## config.mk

```make
export PLATFORM = sky130hd
export DESIGN_NAME = video_letterbox_and_crop
export DESIGN_NICKNAME = d
export VERILOG_FILES = /design/src/rtl/lbx_pkg.sv /design/src/rtl/video_letterbox_and_crop.sv /design/src/rtl/lbx_div.sv /design/src/rtl/lbx_dp.sv /design/src/rtl/lbx_ctrl.sv
export SDC_FILE = /design/constraint.sdc
export NUM_CORES = 2
export LEC_CHECK = 0
export BUFFER_PORTS_ARGS = -buffer_cell sky130_fd_sc_hd__buf_2
export CAP_MARGIN = 30
export CORE_AREA = 4 4 315 348
export CTS_BUF_LIST = sky130_fd_sc_hd__clkbuf_4 sky130_fd_sc_hd__clkbuf_8 sky130_fd_sc_hd__clkbuf_16
export DETAILED_ROUTE_END_ITERATION = 7
export DIE_AREA = 0 0 319 352
export PLACE_DENSITY = 0.67
export RECOVER_POWER = 100
export REMOVE_ABC_BUFFERS = 1
export SLEW_MARGIN = 25
export SYNTH_ARGS = -nofsm -noshare
export SYNTH_HDL_FRONTEND = slang
export SYNTH_SLANG_ARGS = --single-unit
```

## constraint.sdc

```tcl
create_clock -name i_clk -period 15.25 [get_ports i_clk]
set_input_delay 3.05 -clock i_clk [delete_from_list [all_inputs] [get_ports i_clk]]
set_output_delay 3.05 -clock i_clk [all_outputs]
set_load 0.02 [all_outputs]
```

## src/rtl/lbx_pkg.sv

```systemverilog
// ---------------------------------------------------------------------------
// lbx_pkg
// Shared types, widths and codes of the letterbox and crop block.
// ---------------------------------------------------------------------------
package lbx_pkg;

    localparam int DIM_W     = 13;
    localparam int EDGE_W    = 14;
    localparam int PAR_W     = 8;
    localparam int VW        = 30;
    localparam int DEN_W     = DIM_W + PAR_W;
    localparam int MUL_A_W   = DEN_W + 1;
    localparam int MUL_B_W   = 16;
    localparam int PROD_W    = MUL_A_W + MUL_B_W;
    localparam int DIV_XW    = 36;
    localparam int DIV_YW    = DEN_W + 1;
    localparam int ADDR_W    = 4;
    localparam int DATA_W    = 32;
    localparam int MAX_DIM_DEF = 4096;

    localparam logic [DIM_W-1:0] VIDEO_WIDTH_RST  = 13'd720;
    localparam logic [DIM_W-1:0] VIDEO_HEIGHT_RST = 13'd576;
    localparam logic [PAR_W-1:0] PAR_NUM_RST      = 8'd16;
    localparam logic [PAR_W-1:0] PAR_DEN_RST      = 8'd15;

    localparam logic signed [EDGE_W-1:0] SENT_KEEP = -14'sd1;
    localparam logic signed [EDGE_W-1:0] SENT_DFLT = -14'sd2;

    typedef enum logic [1:0] {
        REG_VIDEO_WIDTH  = 2'd0,
        REG_VIDEO_HEIGHT = 2'd1,
        REG_PAR_NUM      = 2'd2,
        REG_PAR_DEN      = 2'd3
    } t_reg;

    typedef enum logic [1:0] {
        KIND_NEW_VIDEO  = 2'd0,
        KIND_RESIZE     = 2'd1,
        KIND_CROP_VIDEO = 2'd2,
        KIND_CROP_WIN   = 2'd3
    } t_kind;

    typedef enum logic [4:0] {
        OP_NONE,
        OP_LOAD,
        OP_TV_TRIV,
        OP_TV_MUL1,
        OP_TV_MUL2,
        OP_TV_SUM,
        OP_TV_DIV,
        OP_TV_STORE,
        OP_APPLY,
        OP_PL_MUL1,
        OP_PL_MUL2,
        OP_PL_MUL3,
        OP_PL_DIV1,
        OP_PL_W,
        OP_PL_DIV2,
        OP_PL_H,
        OP_PL_FULL,
        OP_OUT
    } t_op;

    typedef struct packed {
        t_op        op;
        logic [1:0] edge_idx;
    } t_cmd;

    typedef struct packed {
        logic crop_win;
        logic trivial;
        logic div_done;
        logic zero_ratio;
        logic dw_fit;
        logic out_free;
    } t_stat;

endpackage

```

## src/rtl/video_letterbox_and_crop.sv

```systemverilog
// ---------------------------------------------------------------------------
// video_letterbox_and_crop
// Crop rectangle and letterbox placement of a video frame in a window.
// ---------------------------------------------------------------------------
// One item is one event (new video, window resize, crop in video pixels or
// crop in window pixels) and yields one result: the placed destination and the
// source crop. Items are handled one at a time; all exact roundings go through
// a single 36-step restoring divider that retires one quotient bit per cycle,
// and that divider sets the latency. A new video, resize or video-pixel crop
// divides once for the fitted width, and once more when the height must be
// fitted instead; a zero ratio skips both. A window-pixel crop adds a division
// for every edge that is mapped back through the placement; a kept or
// defaulted edge needs none. A finished result waits in the output register
// while the next item is accepted.
// Configuration registers sit at byte addresses 0, 4, 8 and 12.
// ---------------------------------------------------------------------------
module video_letterbox_and_crop #(
    parameter int MAX_DIM = lbx_pkg::MAX_DIM_DEF
) (
    input  logic                              i_clk,
    input  logic                              i_rst_n,
    input  logic                              psel,
    input  logic                              penable,
    input  logic                              pwrite,
    input  logic [lbx_pkg::ADDR_W-1:0]        paddr,
    input  logic [lbx_pkg::DATA_W-1:0]        pwdata,
    output logic [lbx_pkg::DATA_W-1:0]        prdata,
    output logic                              pready,
    input  logic                              i_in_valid,
    output logic                              o_in_stall,
    input  logic [1:0]                        i_kind,
    input  logic [lbx_pkg::DIM_W-1:0]         i_new_win_width,
    input  logic [lbx_pkg::DIM_W-1:0]         i_new_win_height,
    input  logic signed [lbx_pkg::EDGE_W-1:0] i_edge_left,
    input  logic signed [lbx_pkg::EDGE_W-1:0] i_edge_right,
    input  logic signed [lbx_pkg::EDGE_W-1:0] i_edge_top,
    input  logic signed [lbx_pkg::EDGE_W-1:0] i_edge_bottom,
    output logic                              o_out_valid,
    input  logic                              i_out_stall,
    output logic [lbx_pkg::DIM_W-1:0]         o_dest_x,
    output logic [lbx_pkg::DIM_W-1:0]         o_dest_y,
    output logic [lbx_pkg::DIM_W-1:0]         o_dest_w,
    output logic [lbx_pkg::DIM_W-1:0]         o_dest_h,
    output logic [lbx_pkg::DIM_W-1:0]         o_crop_x,
    output logic [lbx_pkg::DIM_W-1:0]         o_crop_y,
    output logic [lbx_pkg::DIM_W-1:0]         o_crop_w,
    output logic [lbx_pkg::DIM_W-1:0]         o_crop_h,
    output logic                              o_full_frame
);
    import lbx_pkg::*;

    logic [DIM_W-1:0] r_video_width, r_video_height;
    logic [PAR_W-1:0] r_par_num, r_par_den;
    logic             wr_en;
    t_reg             reg_idx;
    t_cmd             cmd;
    t_stat            stat;

    assign pready  = 1'b1;
    assign wr_en   = psel && penable && pwrite && pready;
    assign reg_idx = t_reg'(paddr[ADDR_W-1:2]);

    always_ff @(posedge i_clk) begin
        if (!i_rst_n) begin
            r_video_width  <= VIDEO_WIDTH_RST;
            r_video_height <= VIDEO_HEIGHT_RST;
            r_par_num      <= PAR_NUM_RST;
            r_par_den      <= PAR_DEN_RST;
        end else if (wr_en) begin
            case (reg_idx)
                REG_VIDEO_WIDTH:  r_video_width  <= pwdata[DIM_W-1:0];
                REG_VIDEO_HEIGHT: r_video_height <= pwdata[DIM_W-1:0];
                REG_PAR_NUM:      r_par_num      <= pwdata[PAR_W-1:0];
                REG_PAR_DEN:      r_par_den      <= pwdata[PAR_W-1:0];
                default: begin
                end
            endcase
        end
    end

    always_comb begin
        case (reg_idx)
            REG_VIDEO_WIDTH:  prdata = DATA_W'(r_video_width);
            REG_VIDEO_HEIGHT: prdata = DATA_W'(r_video_height);
            REG_PAR_NUM:      prdata = DATA_W'(r_par_num);
            REG_PAR_DEN:      prdata = DATA_W'(r_par_den);
            default:          prdata = '0;
        endcase
    end

    lbx_ctrl u_ctrl (
        .i_clk     (i_clk),
        .i_rst_n   (i_rst_n),
        .i_in_valid(i_in_valid),
        .o_in_stall(o_in_stall),
        .i_stat    (stat),
        .o_cmd     (cmd)
    );

    lbx_dp #(
        .MAX_DIM(MAX_DIM)
    ) u_dp (
        .i_clk           (i_clk),
        .i_rst_n         (i_rst_n),
        .i_cmd           (cmd),
        .o_stat          (stat),
        .i_video_width   (r_video_width),
        .i_video_height  (r_video_height),
        .i_par_num       (r_par_num),
        .i_par_den       (r_par_den),
        .i_kind          (i_kind),
        .i_new_win_width (i_new_win_width),
        .i_new_win_height(i_new_win_height),
        .i_edge_left     (i_edge_left),
        .i_edge_right    (i_edge_right),
        .i_edge_top      (i_edge_top),
        .i_edge_bottom   (i_edge_bottom),
        .i_out_stall     (i_out_stall),
        .o_out_valid     (o_out_valid),
        .o_dest_x        (o_dest_x),
        .o_dest_y        (o_dest_y),
        .o_dest_w        (o_dest_w),
        .o_dest_h        (o_dest_h),
        .o_crop_x        (o_crop_x),
        .o_crop_y        (o_crop_y),
        .o_crop_w        (o_crop_w),
        .o_crop_h        (o_crop_h),
        .o_full_frame    (o_full_frame)
    );

endmodule

```

## src/rtl/lbx_div.sv

```systemverilog
// ---------------------------------------------------------------------------
// lbx_div
// Restoring unsigned divider, one quotient bit per cycle.
// ---------------------------------------------------------------------------
module lbx_div #(
    parameter int XW = 36,
    parameter int YW = 22
) (
    input  logic          i_clk,
    input  logic          i_rst_n,
    input  logic          i_start,
    input  logic [XW-1:0] i_x,
    input  logic [YW-1:0] i_y,
    output logic          o_done,
    output logic [XW-1:0] o_q
);
    localparam int CW = $clog2(XW + 1);

    logic [YW-1:0] r_rem;
    logic [XW-1:0] r_q;
    logic [YW-1:0] r_y;
    logic [CW-1:0] r_cnt;
    logic          r_busy;
    logic          r_done;
    logic [YW:0]   rem_sh;
    logic [YW:0]   diff;
    logic          ge;

    assign rem_sh = {r_rem, r_q[XW-1]};
    assign ge     = rem_sh >= {1'b0, r_y};
    assign diff   = rem_sh - {1'b0, r_y};

    always_ff @(posedge i_clk) begin
        if (!i_rst_n) begin
            r_busy <= 1'b0;
            r_done <= 1'b0;
            r_cnt  <= '0;
        end else begin
            r_done <= 1'b0;
            if (i_start) begin
                r_busy <= 1'b1;
                r_cnt  <= CW'(XW);
                r_rem  <= '0;
                r_q    <= i_x;
                r_y    <= i_y;
            end else if (r_busy) begin
                r_rem <= ge ? diff[YW-1:0] : rem_sh[YW-1:0];
                r_q   <= {r_q[XW-2:0], ge};
                r_cnt <= r_cnt - 1'b1;
                if (r_cnt == CW'(1)) begin
                    r_busy <= 1'b0;
                    r_done <= 1'b1;
                end
            end
        end
    end

    assign o_done = r_done;
    assign o_q    = r_q;

endmodule

```

## src/rtl/lbx_dp.sv

```systemverilog
// ---------------------------------------------------------------------------
// lbx_dp
// Datapath: event state, shared multiplier, divider and output register.
// ---------------------------------------------------------------------------
module lbx_dp #(
    parameter int MAX_DIM = lbx_pkg::MAX_DIM_DEF
) (
    input  logic                             i_clk,
    input  logic                             i_rst_n,
    input  lbx_pkg::t_cmd                    i_cmd,
    output lbx_pkg::t_stat                   o_stat,
    input  logic [lbx_pkg::DIM_W-1:0]        i_video_width,
    input  logic [lbx_pkg::DIM_W-1:0]        i_video_height,
    input  logic [lbx_pkg::PAR_W-1:0]        i_par_num,
    input  logic [lbx_pkg::PAR_W-1:0]        i_par_den,
    input  logic [1:0]                       i_kind,
    input  logic [lbx_pkg::DIM_W-1:0]        i_new_win_width,
    input  logic [lbx_pkg::DIM_W-1:0]        i_new_win_height,
    input  logic signed [lbx_pkg::EDGE_W-1:0] i_edge_left,
    input  logic signed [lbx_pkg::EDGE_W-1:0] i_edge_right,
    input  logic signed [lbx_pkg::EDGE_W-1:0] i_edge_top,
    input  logic signed [lbx_pkg::EDGE_W-1:0] i_edge_bottom,
    input  logic                             i_out_stall,
    output logic                             o_out_valid,
    output logic [lbx_pkg::DIM_W-1:0]        o_dest_x,
    output logic [lbx_pkg::DIM_W-1:0]        o_dest_y,
    output logic [lbx_pkg::DIM_W-1:0]        o_dest_w,
    output logic [lbx_pkg::DIM_W-1:0]        o_dest_h,
    output logic [lbx_pkg::DIM_W-1:0]        o_crop_x,
    output logic [lbx_pkg::DIM_W-1:0]        o_crop_y,
    output logic [lbx_pkg::DIM_W-1:0]        o_crop_w,
    output logic [lbx_pkg::DIM_W-1:0]        o_crop_h,
    output logic                             o_full_frame
);
    import lbx_pkg::*;

    typedef struct packed {
        logic [DIM_W-1:0] left;
        logic [DIM_W-1:0] width;
    } t_span;

    function automatic logic [DIM_W-1:0] sat_dim(input logic [DIM_W-1:0] v);
        if (int'(v) > MAX_DIM) begin
            return DIM_W'(MAX_DIM);
        end
        return v;
    endfunction

    // Clamp one axis of a crop to the frame and round it down to even values.
    function automatic t_span clamp_span(input logic signed [VW-1:0] lo,
                                         input logic signed [VW-1:0] hi,
                                         input logic [DIM_W-1:0] f);
        logic signed [VW:0] l;
        logic signed [VW:0] r;
        logic signed [VW:0] fs;
        t_span s;
        fs = $signed((VW+1)'(f));
        l  = lo;
        r  = hi;
        if (l < 0) begin
            l = '0;
        end
        if (l > fs) begin
            l = fs;
        end
        if (r < l + 1) begin
            r = l + 1;
        end
        if (r > fs) begin
            r = fs;
        end
        s.left  = DIM_W'(l) & ~DIM_W'(1);
        s.width = DIM_W'(r - l) & ~DIM_W'(1);
        return s;
    endfunction

    t_kind                    r_kind;
    logic [DIM_W-1:0]         r_nww, r_nwh;
    logic signed [EDGE_W-1:0] r_edge [4];
    logic signed [VW-1:0]     r_vedge [4];
    logic [DIM_W-1:0]         r_win_w, r_win_h;
    logic [DIM_W-1:0]         r_sl, r_st, r_sw, r_sh;
    logic [DIM_W-1:0]         r_pl, r_pt, r_pw, r_ph;
    logic signed [PROD_W-1:0] r_prod;
    logic signed [VW-1:0]     r_acc;
    logic [DEN_W-1:0]         r_wden, r_hden;
    logic                     r_dw_fit;
    logic                     r_out_valid;

    logic [DIM_W-1:0]         fw, fh;
    logic                     axis, hi_edge;
    logic signed [EDGE_W-1:0] w_sel;
    logic [DIM_W-1:0]         src_lo, src_len, dst_lo, dst_len, dflt;
    logic [EDGE_W-1:0]        cur;
    logic [MUL_A_W-1:0]       a_u;
    logic signed [MUL_B_W-1:0] mul_b;
    logic signed [PROD_W-1:0] prod;
    logic [VW-1:0]            acc_mag;
    logic                     div_start, div_done;
    logic [DIV_XW-1:0]        div_x, div_q;
    logic [DIV_YW-1:0]        div_y;
    logic [VW-1:0]            q_v;
    logic signed [VW-1:0]     crop_l, crop_r, crop_t, crop_b;
    t_span                    span_x, span_y;
    logic                     out_free;

    assign fw = sat_dim(i_video_width);
    assign fh = sat_dim(i_video_height);

    // Operands of the edge selected by the controller.
    assign axis    = i_cmd.edge_idx[1];
    assign hi_edge = i_cmd.edge_idx[0];
    assign w_sel   = r_edge[i_cmd.edge_idx];
    assign src_lo  = axis ? r_st : r_sl;
    assign src_len = axis ? r_sh : r_sw;
    assign dst_lo  = axis ? r_pt : r_pl;
    assign dst_len = axis ? r_ph : r_pw;
    assign cur     = EDGE_W'(src_lo) + (hi_edge ? EDGE_W'(src_len) : '0);
    assign dflt    = hi_edge ? (axis ? fh : fw) : '0;

    always_comb begin
        a_u   = '0;
        mul_b = '0;
        case (i_cmd.op)
            OP_TV_MUL1: begin
                a_u   = MUL_A_W'(src_lo);
                mul_b = $signed(MUL_B_W'(dst_len));
            end
            OP_TV_MUL2: begin
                a_u   = MUL_A_W'(src_len);
                mul_b = MUL_B_W'(w_sel) - MUL_B_W'(dst_lo);
            end
            OP_PL_MUL1: begin
                a_u   = MUL_A_W'(r_sh);
                mul_b = $signed(MUL_B_W'(i_par_den));
            end
            OP_PL_MUL2: begin
                a_u   = MUL_A_W'(r_sw);
                mul_b = $signed(MUL_B_W'(i_par_num));
            end
            OP_PL_MUL3: begin
                a_u   = MUL_A_W'(r_prod[DEN_W-1:0]);
                mul_b = $signed(MUL_B_W'(r_win_h));
            end
            OP_PL_W: begin
                a_u   = MUL_A_W'(r_wden);
                mul_b = $signed(MUL_B_W'(r_win_w));
            end
            default: begin
                a_u   = '0;
                mul_b = '0;
            end
        endcase
    end

    assign prod    = $signed(a_u) * mul_b;
    assign acc_mag = r_acc[VW-1] ? VW'(-r_acc) : VW'(r_acc);

    always_comb begin
        div_start = 1'b0;
        div_x     = '0;
        div_y     = '0;
        case (i_cmd.op)
            OP_TV_DIV: begin
                div_start = 1'b1;
                div_x     = DIV_XW'({acc_mag, 1'b0}) + DIV_XW'(dst_len);
                div_y     = DIV_YW'({dst_len, 1'b0});
            end
            OP_PL_DIV1: begin
                div_start = 1'b1;
                div_x     = {r_prod[DIV_XW-2:0], 1'b0} + DIV_XW'(r_wden);
                div_y     = {r_wden, 1'b0};
            end
            OP_PL_DIV2: begin
                div_start = 1'b1;
                div_x     = {r_prod[DIV_XW-2:0], 1'b0} + DIV_XW'(r_hden);
                div_y     = {r_hden, 1'b0};
            end
            default: begin
                div_start = 1'b0;
                div_x     = '0;
                div_y     = '0;
            end
        endcase
    end

    lbx_div #(
        .XW(DIV_XW),
        .YW(DIV_YW)
    ) u_div (
        .i_clk  (i_clk),
        .i_rst_n(i_rst_n),
        .i_start(div_start),
        .i_x    (div_x),
        .i_y    (div_y),
        .o_done (div_done),
        .o_q    (div_q)
    );

    assign q_v = div_q[VW-1:0];

    // Crop edges come straight from the item, or from the mapped window edges.
    always_comb begin
        if (r_kind == KIND_CROP_WIN) begin
            crop_l = r_vedge[0];
            crop_r = r_vedge[1];
            crop_t = r_vedge[2];
            crop_b = r_vedge[3];
        end else begin
            crop_l = VW'(r_edge[0]);
            crop_r = VW'(r_edge[1]);
            crop_t = VW'(r_edge[2]);
            crop_b = VW'(r_edge[3]);
        end
    end

    assign span_x   = clamp_span(crop_l, crop_r, fw);
    assign span_y   = clamp_span(crop_t, crop_b, fh);
    assign out_free = !r_out_valid || !i_out_stall;

    always_ff @(posedge i_clk) begin
        if (!i_rst_n) begin
            r_out_valid <= 1'b0;
        end else if (i_cmd.op == OP_OUT) begin
            r_out_valid <= 1'b1;
        end else if (!i_out_stall) begin
            r_out_valid <= 1'b0;
        end
    end

    always_ff @(posedge i_clk) begin
        if (!i_rst_n) begin
            r_kind      <= KIND_NEW_VIDEO;
            r_win_w     <= '0;
            r_win_h     <= '0;
            r_sl        <= '0;
            r_st        <= '0;
            r_sw        <= '0;
            r_sh        <= '0;
            r_pl        <= '0;
            r_pt        <= '0;
            r_pw        <= '0;
            r_ph        <= '0;
        end else begin
            case (i_cmd.op)
                OP_LOAD: begin
                    r_kind    <= t_kind'(i_kind);
                    r_nww     <= i_new_win_width;
                    r_nwh     <= i_new_win_height;
                    r_edge[0] <= i_edge_left;
                    r_edge[1] <= i_edge_right;
                    r_edge[2] <= i_edge_top;
                    r_edge[3] <= i_edge_bottom;
                end
                OP_TV_TRIV: begin
                    if (w_sel == SENT_DFLT) begin
                        r_vedge[i_cmd.edge_idx] <= $signed(VW'(dflt));
                    end else begin
                        r_vedge[i_cmd.edge_idx] <= $signed(VW'(cur));
                    end
                end
                OP_TV_MUL1: begin
                    r_prod <= prod;
                end
                OP_TV_MUL2: begin
                    r_acc  <= r_prod[VW-1:0];
                    r_prod <= prod;
                end
                OP_TV_SUM: begin
                    r_acc <= r_acc + r_prod[VW-1:0];
                end
                OP_TV_STORE: begin
                    r_vedge[i_cmd.edge_idx] <= r_acc[VW-1] ? -$signed(q_v) : $signed(q_v);
                end
                OP_APPLY: begin
                    case (r_kind)
                        KIND_NEW_VIDEO: begin
                            r_sl <= '0;
                            r_st <= '0;
                            r_sw <= fw;
                            r_sh <= fh;
                        end
                        KIND_RESIZE: begin
                            r_win_w <= sat_dim(r_nww);
                            r_win_h <= sat_dim(r_nwh);
                        end
                        default: begin
                            r_sl <= span_x.left;
                            r_sw <= span_x.width;
                            r_st <= span_y.left;
                            r_sh <= span_y.width;
                        end
                    endcase
                end
                OP_PL_MUL1: begin
                    r_prod <= prod;
                end
                OP_PL_MUL2: begin
                    r_wden <= r_prod[DEN_W-1:0];
                    r_prod <= prod;
                end
                OP_PL_MUL3: begin
                    r_hden <= r_prod[DEN_W-1:0];
                    r_prod <= prod;
                end
                OP_PL_W: begin
                    r_prod   <= prod;
                    r_dw_fit <= div_q <= DIV_XW'(r_win_w);
                    r_pt     <= '0;
                    r_ph     <= r_win_h;
                    if (div_q <= DIV_XW'(r_win_w)) begin
                        r_pw <= div_q[DIM_W-1:0];
                        r_pl <= (r_win_w - div_q[DIM_W-1:0]) >> 1;
                    end else begin
                        r_pw <= r_win_w;
                        r_pl <= '0;
                    end
                end
                OP_PL_H: begin
                    if (div_q <= DIV_XW'(r_win_h)) begin
                        r_ph <= div_q[DIM_W-1:0];
                        r_pt <= (r_win_h - div_q[DIM_W-1:0]) >> 1;
                    end
                end
                OP_PL_FULL: begin
                    r_pl <= '0;
                    r_pt <= '0;
                    r_pw <= r_win_w;
                    r_ph <= r_win_h;
                end
                OP_OUT: begin
                    o_dest_x     <= r_pl;
                    o_dest_y     <= r_pt;
                    o_dest_w     <= r_pw;
                    o_dest_h     <= r_ph;
                    o_crop_x     <= r_sl;
                    o_crop_y     <= r_st;
                    o_crop_w     <= r_sw;
                    o_crop_h     <= r_sh;
                    o_full_frame <= (r_sl == '0) && (r_st == '0) && (r_sw == fw) && (r_sh == fh);
                end
                default: begin
                end
            endcase
        end
    end

    assign o_out_valid       = r_out_valid;
    assign o_stat.crop_win   = r_kind == KIND_CROP_WIN;
    assign o_stat.trivial    = (w_sel == SENT_DFLT) || (w_sel == SENT_KEEP) || (dst_len == '0);
    assign o_stat.div_done   = div_done;
    assign o_stat.zero_ratio = (r_wden == '0) || (r_hden == '0);
    assign o_stat.dw_fit     = r_dw_fit;
    assign o_stat.out_free   = out_free;

endmodule

```

## src/rtl/lbx_ctrl.sv

```systemverilog
// ---------------------------------------------------------------------------
// lbx_ctrl
// Sequencer that steps the datapath through one event.
// ---------------------------------------------------------------------------
module lbx_ctrl (
    input  logic           i_clk,
    input  logic           i_rst_n,
    input  logic           i_in_valid,
    output logic           o_in_stall,
    input  lbx_pkg::t_stat i_stat,
    output lbx_pkg::t_cmd  o_cmd
);
    import lbx_pkg::*;

    typedef enum logic [4:0] {
        S_IDLE,
        S_DEC,
        S_TV_CHK,
        S_TV_MUL2,
        S_TV_SUM,
        S_TV_DIV,
        S_TV_WAIT,
        S_TV_STORE,
        S_APPLY,
        S_PL_MUL1,
        S_PL_MUL2,
        S_PL_MUL3,
        S_PL_CHK,
        S_PL_WAIT1,
        S_PL_W,
        S_PL_CHK2,
        S_PL_WAIT2,
        S_PL_H,
        S_OUT
    } t_state;

    t_state     r_state, n_state;
    logic [1:0] r_edge, n_edge;
    t_op        op;

    always_comb begin
        n_state = r_state;
        n_edge  = r_edge;
        op      = OP_NONE;
        case (r_state)
            S_IDLE: begin
                n_edge = '0;
                if (i_in_valid) begin
                    op      = OP_LOAD;
                    n_state = S_DEC;
                end
            end
            S_DEC: begin
                n_state = i_stat.crop_win ? S_TV_CHK : S_APPLY;
            end
            S_TV_CHK: begin
                if (i_stat.trivial) begin
                    op = OP_TV_TRIV;
                    if (r_edge == 2'd3) begin
                        n_state = S_APPLY;
                    end else begin
                        n_edge = r_edge + 1'b1;
                    end
                end else begin
                    op      = OP_TV_MUL1;
                    n_state = S_TV_MUL2;
                end
            end
            S_TV_MUL2: begin
                op      = OP_TV_MUL2;
                n_state = S_TV_SUM;
            end
            S_TV_SUM: begin
                op      = OP_TV_SUM;
                n_state = S_TV_DIV;
            end
            S_TV_DIV: begin
                op      = OP_TV_DIV;
                n_state = S_TV_WAIT;
            end
            S_TV_WAIT: begin
                if (i_stat.div_done) begin
                    n_state = S_TV_STORE;
                end
            end
            S_TV_STORE: begin
                op = OP_TV_STORE;
                if (r_edge == 2'd3) begin
                    n_state = S_APPLY;
                end else begin
                    n_edge  = r_edge + 1'b1;
                    n_state = S_TV_CHK;
                end
            end
            S_APPLY: begin
                op      = OP_APPLY;
                n_state = S_PL_MUL1;
            end
            S_PL_MUL1: begin
                op      = OP_PL_MUL1;
                n_state = S_PL_MUL2;
            end
            S_PL_MUL2: begin
                op      = OP_PL_MUL2;
                n_state = S_PL_MUL3;
            end
            S_PL_MUL3: begin
                op      = OP_PL_MUL3;
                n_state = S_PL_CHK;
            end
            S_PL_CHK: begin
                if (i_stat.zero_ratio) begin
                    op      = OP_PL_FULL;
                    n_state = S_OUT;
                end else begin
                    op      = OP_PL_DIV1;
                    n_state = S_PL_WAIT1;
                end
            end
            S_PL_WAIT1: begin
                if (i_stat.div_done) begin
                    n_state = S_PL_W;
                end
            end
            S_PL_W: begin
                op      = OP_PL_W;
                n_state = S_PL_CHK2;
            end
            S_PL_CHK2: begin
                // The height division is needed only when the fitted width overflows.
                if (i_stat.dw_fit) begin
                    n_state = S_OUT;
                end else begin
                    op      = OP_PL_DIV2;
                    n_state = S_PL_WAIT2;
                end
            end
            S_PL_WAIT2: begin
                if (i_stat.div_done) begin
                    n_state = S_PL_H;
                end
            end
            S_PL_H: begin
                op      = OP_PL_H;
                n_state = S_OUT;
            end
            S_OUT: begin
                if (i_stat.out_free) begin
                    op      = OP_OUT;
                    n_state = S_IDLE;
                end
            end
            default: begin
                n_state = S_IDLE;
            end
        endcase
    end

    always_ff @(posedge i_clk) begin
        if (!i_rst_n) begin
            r_state <= S_IDLE;
            r_edge  <= '0;
        end else begin
            r_state <= n_state;
            r_edge  <= n_edge;
        end
    end

    assign o_in_stall     = r_state != S_IDLE;
    assign o_cmd.op       = op;
    assign o_cmd.edge_idx = r_edge;

endmodule

```

Yosys cells after proc, flatten, opt, wreduce, memory -nomap -nowiden
Memory sizes are Yosys's and may differ from the RTL's. A register that Yosys moved wholly into a read port is not among the register bits.
Cells that the tools add are included.
{ "word_totals": {"elab_cells": 293, "output_inout_bits": 140, "in_bits": 127, "mem_bits_rw": 176, "n_memories": 2, "regBits": 509} }
{ "op_classes": {"addsub": 17, "n_reduce_logical": 48, "n_eq_ne": 55, "n_bitwise": 5, "n_mux": 109, "mul": 1, "magnitude_cmp": 15} }
{ "mem_list": {"columns": ["memory", "words", "word_bits", "rd", "rd_ports_with_merged_regs", "wr", "line", "rtl"], "rows": [
  ["u_dp.r_vedge", 4, 30, 4, 0, 1, "lbx_dp.sv:80", "logic signed [VW-1:0] r_vedge [4];"],
  ["u_dp.r_edge", 4, 14, 5, 1, 4, "lbx_dp.sv:79", "logic signed [EDGE_W-1:0] r_edge [4];"]
]} }
{ "op_table": {"columns": ["operator", "n"], "rows": [
  ["13-bit two-way mux", 20],
  ["30-bit two-way mux", 8],
  ["13-bit one-hot mux with 2 select lines", 8],
  ["31-bit two-way mux", 6],
  ["32-bit one-hot mux with 4 select lines", 1],
  ["21-bit one-hot mux with 6 select lines", 1],
  ["31-bit by 14-bit > comparator with 1-bit output", 4],
  ["36-bit one-hot mux with 3 select lines", 1],
  ["16-bit one-hot mux with 6 select lines", 1],
  ["5-bit one-hot mux with 19 select lines", 1],
  ["5-bit by 4-bit equality test with 1-bit output, second input constant", 16],
  ["5-bit one-hot mux with 15 select lines", 1],
  ["36-bit by 21-bit adder with 36-bit output", 2],
  ["36-bit by 13-bit <= comparator with 1-bit output", 2],
  ["36-bit two-way mux", 2],
  ["22-bit one-hot mux with 3 select lines", 1],
  ["31-bit by 2-bit adder with 32-bit output, second input constant", 2],
  ["30-bit by 32-bit < comparator with 1-bit output", 2],
  ["30-bit by 1-bit < comparator with 1-bit output, second input constant", 2],
  ["30-bit negation", 2],
  ["30-bit one-hot mux with 2 select lines", 1],
  ["13-bit > comparator, second input constant", 4],
  ["13-bit subtractor", 4],
  ["5-bit two-way mux", 10],
  ["46 further kinds", 148]
]} }

Logic depth before layout (Yosys ltp)
{ "depth": {"depth_word": 13, "ltp_mapped": 62, "ltp_nobuf": 52} }

By module
A second synthesis with hierarchy kept.
{ "hier_totals": {"hier_cells": 5538, "hier_area_um2": 53354.9} }
{ "modules_own_cells": {"columns": ["module", "area_per_inst_um2", "cells_each", "n_inst"], "rows": [
  ["lbx_dp", 45487.4, 4799, 1],
  ["lbx_div", 4883.4, 405, 1],
  ["video_letterbox_and_crop", 2104.5, 210, 1],
  ["lbx_ctrl", 879.6, 124, 1]
]} }

Worst setup path before layout
OpenSTA, ideal clock, no wires.
{ "synth_path": {"path_kind": "input port to flip-flop", "startpoint": "input port i_in_valid", "endpoint": "register u_dp.o_crop_h[0] (netlist bit) (enable)", "t_arrival_ps": 13155, "setup_time_ps": 808, "required_time_ps": 14442, "setup_slack_ps": 1287, "path_stages": 5, "path_buffers": 0, "path_cell_list": "and3_1 > a21oi_1 > o211ai_1 > inv_1 > nor4_1"} }
{ "synth_between": {"elab_chain_cells": 4} }
{ "synth_lines": {"columns": ["item", "line", "rtl"], "rows": [
  ["start, declared", "video_letterbox_and_crop.sv:29", "input logic i_in_valid,"],
  ["1-bit two-way mux", "lbx_ctrl.sv:48", "if (i_in_valid) begin"],
  ["5-bit one-hot mux with 15 select lines", "lbx_ctrl.sv:45", "case (r_state)"],
  ["5-bit equality test", "lbx_dp.sv:245", "case (i_cmd.op)"],
  ["2-bit AND reduction (no source line)", null, null],
  ["end signal, assigned", "lbx_dp.sv:339", "o_crop_h <= r_sh;"],
  ["end, declared", "lbx_dp.sv:32", "output logic [lbx_pkg::DIM_W-1:0] o_crop_h,"]
]} }
Every way passes these cells.
A chain may end at the register's enable or synchronous reset.

Worst setup path in the final report
{ "layout_path": {"startpoint": "register u_ctrl.r_state[2]", "endpoint": "register u_dp.r_prod[32] (data pin)"} }
{ "layout_between": {"elab_chain_cells": 5} }
{ "layout_lines": {"columns": ["item", "line", "rtl"], "rows": [
  ["start, declared", "lbx_ctrl.sv:37", "t_state r_state, n_state;"],
  ["start signal, assigned", "lbx_ctrl.sv:164", "r_state <= n_state;"],
  ["5-bit equality test (tied with other cells)", "lbx_ctrl.sv:45", null],
  ["5-bit one-hot mux with 15 select lines *", "lbx_ctrl.sv:45", null],
  ["5-bit by 4-bit equality test with 1-bit output (tied with other cells)", "lbx_dp.sv:124", "case (i_cmd.op)"],
  ["21-bit one-hot mux with 6 select lines / 16-bit one-hot mux with 6 select lines (equally long branches)", "lbx_dp.sv:124", null],
  ["22-bit by 16-bit multiplier with 35-bit output *", "lbx_dp.sv:156", "assign prod = $signed(a_u) * mul_b;"],
  ["net u_dp.prod[32]", "lbx_dp.sv:97", "logic signed [PROD_W-1:0] prod;"],
  ["end signal, assigned", "lbx_dp.sv:263", "r_prod <= prod;"],
  ["end signal, assigned", "lbx_dp.sv:267", "r_prod <= prod;"],
  ["end signal, assigned", "lbx_dp.sv:296", "r_prod <= prod;"],
  ["end, declared", "lbx_dp.sv:84", "logic signed [PROD_W-1:0] r_prod;"]
]} }
Mark *: on every way through the listed nets, which the timed path passes. The rest lies on a longest branch.

==> impl_metrics.py <==
metrics = {
    "min_path": {
        "hp-start": "r_video_width[3]",
        "holdPathEnd": "r_video_width[3]",
        "holdPathStages": 2,
        "hold_path_class": "reg -> reg",
    },
    "logic_synthesis": {
        "seq_area_frac_synth_pct": 35.11,
        "synthArstFlopShare_pct": 0,
        "ys_ff_latch": 678,
        "synth_area_sq_um": 52630,
        "postSynthCellCount": 5488,
        "yosysTopAreaCell": "edfxtp_1",
        "yosysUniqueCellTypes": 87,
        "synth.area.top_cells": "edfxtp_1 (28%), fa_1 (10%), ha_1 (9.7%)",
        "synth_top_area_share_pct": 27.96,
        "synth_warnings": 0,
        "synth_ff_type": "edfxtp_1",
        "syn_avg_cell_area_sq_um": 9.590,
        "synth_edf_count": 490,
    },
    "pwr": {
        "ir_drop_uv": 84.53,
        "fin_total_pwr_mw": 6.875,
        "p_per_area_nw_per_um2": 118.6,
        "leakagePower_nw": 24.16,
        "power_frac_seq_pct": 34.0,
        "p_clk_share_pct": 28.9,
        "sw_frac_of_total_pct": 38.23,
        "power.switching_mw": 2.629,
        "p_comb_share_pct": 37.1,
        "internal_power_mw": 4.247,
    },
    "global_routing": {
        "grt_usage_pct": 31.64,
        "grt_pass1_vias": 41920,
        "grt_max_degree": 83,
        "overflow": 0,
        "grt_first_pass_wirelength_mm": 268.8,
        "grt_antenna_before_repair": 14,
    },
    "layout": {
        "post_route_cells_drive_above_1_share_pct": 8.135,
        "final_cell_mix": "nand2_1 (561), nor2_1 (529), inv_1 (494)",
        "synthToLayoutAreaGrowth_pct": 10.14,
        "final_common_cell": "nand2_1",
        "final_core_util_pct": 54.91,
        "fin_nets": 6502,
        "finalNonFillerCells": 7158,
    },
    "worst_setup_path": {
        "crit_type": "reg -> reg",
        "cp_slowest_cell": "clkbuf_1",
        "arrival_ns": 14.06,
        "cp.required_ns": 15.66,
        "r2r_start": "u_ctrl.r_state[2]",
        "crit_top_cell": "fa_1",
        "critPathMaxFanout": 43,
        "endpoint_kind": "flop",
        "reg2reg_slack_ns": 1.60,
        "r2r_end": "u_dp.r_prod[32]",
        "critPathMaxStageDelay_ns": 1.43,
        "cp-start-kind": "flop",
        "ff2ff_path_depth": 29,
    },
    "sta": {
        "setup_slack_ns": 1.597,
        "finalCriticalPeriod_ns": 13.65,
        "finClkSkew_ns": 0.04036,
        "rsz0062_at_grt": "false",
        "relSlewSlack_pct": -220.6,
        "finalHoldViolations": 0,
        "worst_slew_pin_slew_ns": 4.809,
        "max_freq_mhz": 73.24,
        "drv_slew": 832,
        "finalSetupTns_ns": 0,
        "timing.final.crit_share_pct": 89.53,
        "finalSetupViolCount": 0,
    },
    "route": {
        "drt_first_iter_violations": 4497,
        "vias_per_cell": 6.083,
        "vias": 43540,
        "ant_nets": 0,
        "drc": 0,
        "routed_wl_mm": 182.7,
        "dr.pass1.iters": 6,
        "post_drt_wl_per_cell_microns": 25.53,
    },
    "outcome": {
        "violations": "max-capacitance violations, max-slew violations",
        "status": "complete, but fails checks",
    },
    "job": {
        "cap_violations": 20,
    },
    "clock_tree": {
        "cts_resized": 0,
        "cts_tree": "built",
        "htreeDepth": 3,
        "post_cts_buffers": 0,
        "cts_root_buf": "clkbuf_16",
        "worstSkewPairLatency_ns": 0.68,
        "cts-hold-fix-buffers": 0,
        "clock-sinks": 678,
        "path_clk_slew_ns": 0.06,
        "cts_made_buffers": 77,
        "clockBufferDepth": 3,
    },
    "floorplanning": {
        "boundaryPins": 267,
        "die_y_microns": 352,
        "rows": 125,
        "die_area_sq_um": 112300,
        "core_sq_um": 105600,
        "initial_utilization_pct": 49.85,
        "dieWidth_microns": 319,
    },
    "placed_design": {
        "io_buffers": 221,
        "hpwl_mm": 142.2,
        "place_inst": 7004,
        "dp_worst_setup_slack_ns": 2.102,
        "gp_congestion": 1.007,
    },
}
worst max-delay path, delay by kind of cell (launching register included):
kind | cells | cell delay, ns
fa+ha+maj | 7 | 3.51
compound gates | 8 | 3.05
simple gates | 8 | 2.94
buf+inv | 6 | 2.91
flops | 1 | 0.92
power by group through the flow:
stage / clock network (mW) / logic [mW] / registers (mW)
5_1_grt: 2.09 / 2.77 / 2.34
3_5_place_dp: 0 / 2.49 / 2.35
3_3_place_gp: 0 / 2.48 / 2.35
2_1_floorplan: 0 / 1.73 / 2.26
4_1_cts: 2.02 / 2.51 / 2.32
6_report: 1.99 / 2.55 / 2.33
state kept, by name, indices dropped and copies added, names as in the netlist, 21 cells and up, named ones only:
name and cells:
u_dp.r_acc 30, u_dp.r_edge 56, u_dp.r_hden 21, u_dp.r_prod 35, u_dp.r_vedge 120, u_dp.r_wden 21, u_dp.u_div.o_q 36, u_dp.u_div.r_rem 22
u_dp.u_div.r_y 21
cell usage after synthesis (12+ instances only):
library cell and count:
nor2_1 538, mux2_2 73, or3_1 28, dfxtp_1 188, nand4_1 56, o41ai_1 12, xor2_1 103, buf_4 25
o21bai_1 24, nand3_1 108, nand2b_1 60, nor3_1 86, edfxtp_1 490, a22o_1 18, fa_1 274, nor3b_1 18
buf_1 26, and2_1 26, o21ai_0 235, xnor2_1 174, a31oi_1 31, a221o_1 35, a31o_2 15, o31ai_1 35
and3_1 34, o21a_1 30, a221oi_2 12, nor2b_1 65, nor4_1 67, o211ai_1 15, mux2i_1 119, inv_1 495
nand2_1 561, a21oi_1 320, a21o_1 125, clkbuf_1 204, or2_2 15, ha_1 410, o22ai_1 12, a222oi_1 25
a21boi_0 13, a211oi_1 47, a22oi_1 50, mux4_2 23
per-layer routing:
| metal | GRT usage, % | vias to the layer above | part of all wire (%) |
|---|---|---|---|
| met4 | 17.88 | 12 | 6.7 |
| li1 | - | 19800 | - |
| met5 | 0 | - | 0.039 |
| met2 | 50.90 | 2007 | 46 |
| met3 | 7.942 | 475 | 9.8 |
| met1 | 38.88 | 21250 | 38 |
cell type report:
| type | instances | area, sq um |
|---|---|---|
| diodes | 8 | 20.02 |
| clock inverters | 53 | 649.4 |
| inverters | 496 | 1863 |
| well taps | 1397 | 1748 |
| multi-input cells | 4119 | 31560 |
| repair buffers | 319 | 1595 |
| fillers | 9567 | 47600 |
| flip-flops and latches | 678 | 18480 |
| clock buffers | 88 | 2051 |
cell families after synthesis:
logic type	count (synthesis)	share of synthesized area, %
AND/OR/NAND/NOR	1716	15.03
adder cells (fa/ha/maj)	684	20.17
other	2	0.01427
XOR/XNOR	277	4.610
flip-flops	678	35.11
buffers and inverters	760	5.656
multiplexers	215	4.809
AO/OA/AOI/OAI	1156	14.60
stage by stage:
stage               instance area (sq um)  hold slack (ns)
floorplan                           51770           0.4164
global placement                    55480           0.4514
detailed placement                  55520           0.4555
CTS                                 58220           0.4661
global route                        57950           0.4824
finish                              57970           0.4663
how the worst max path moves through the flow:
stage,endpoint,slack [ns],start,depth (start not counted)
global placement,u_dp.r_sh[12],2.26,u_dp.r_kind[0],50
finish,u_dp.r_prod[32],1.60,u_ctrl.r_state[2],29
floorplan,u_dp.o_crop_h[0],-1.09,u_ctrl.r_edge[1],8
CTS,u_dp.r_sh[12],2.08,u_dp.r_kind[1],49
global route,u_dp.r_prod[32],0.77,u_ctrl.r_state[2],31
detailed placement,u_dp.r_sh[12],2.10,u_dp.r_kind[0],49
Note: power is estimated with default switching activity, not from simulation.
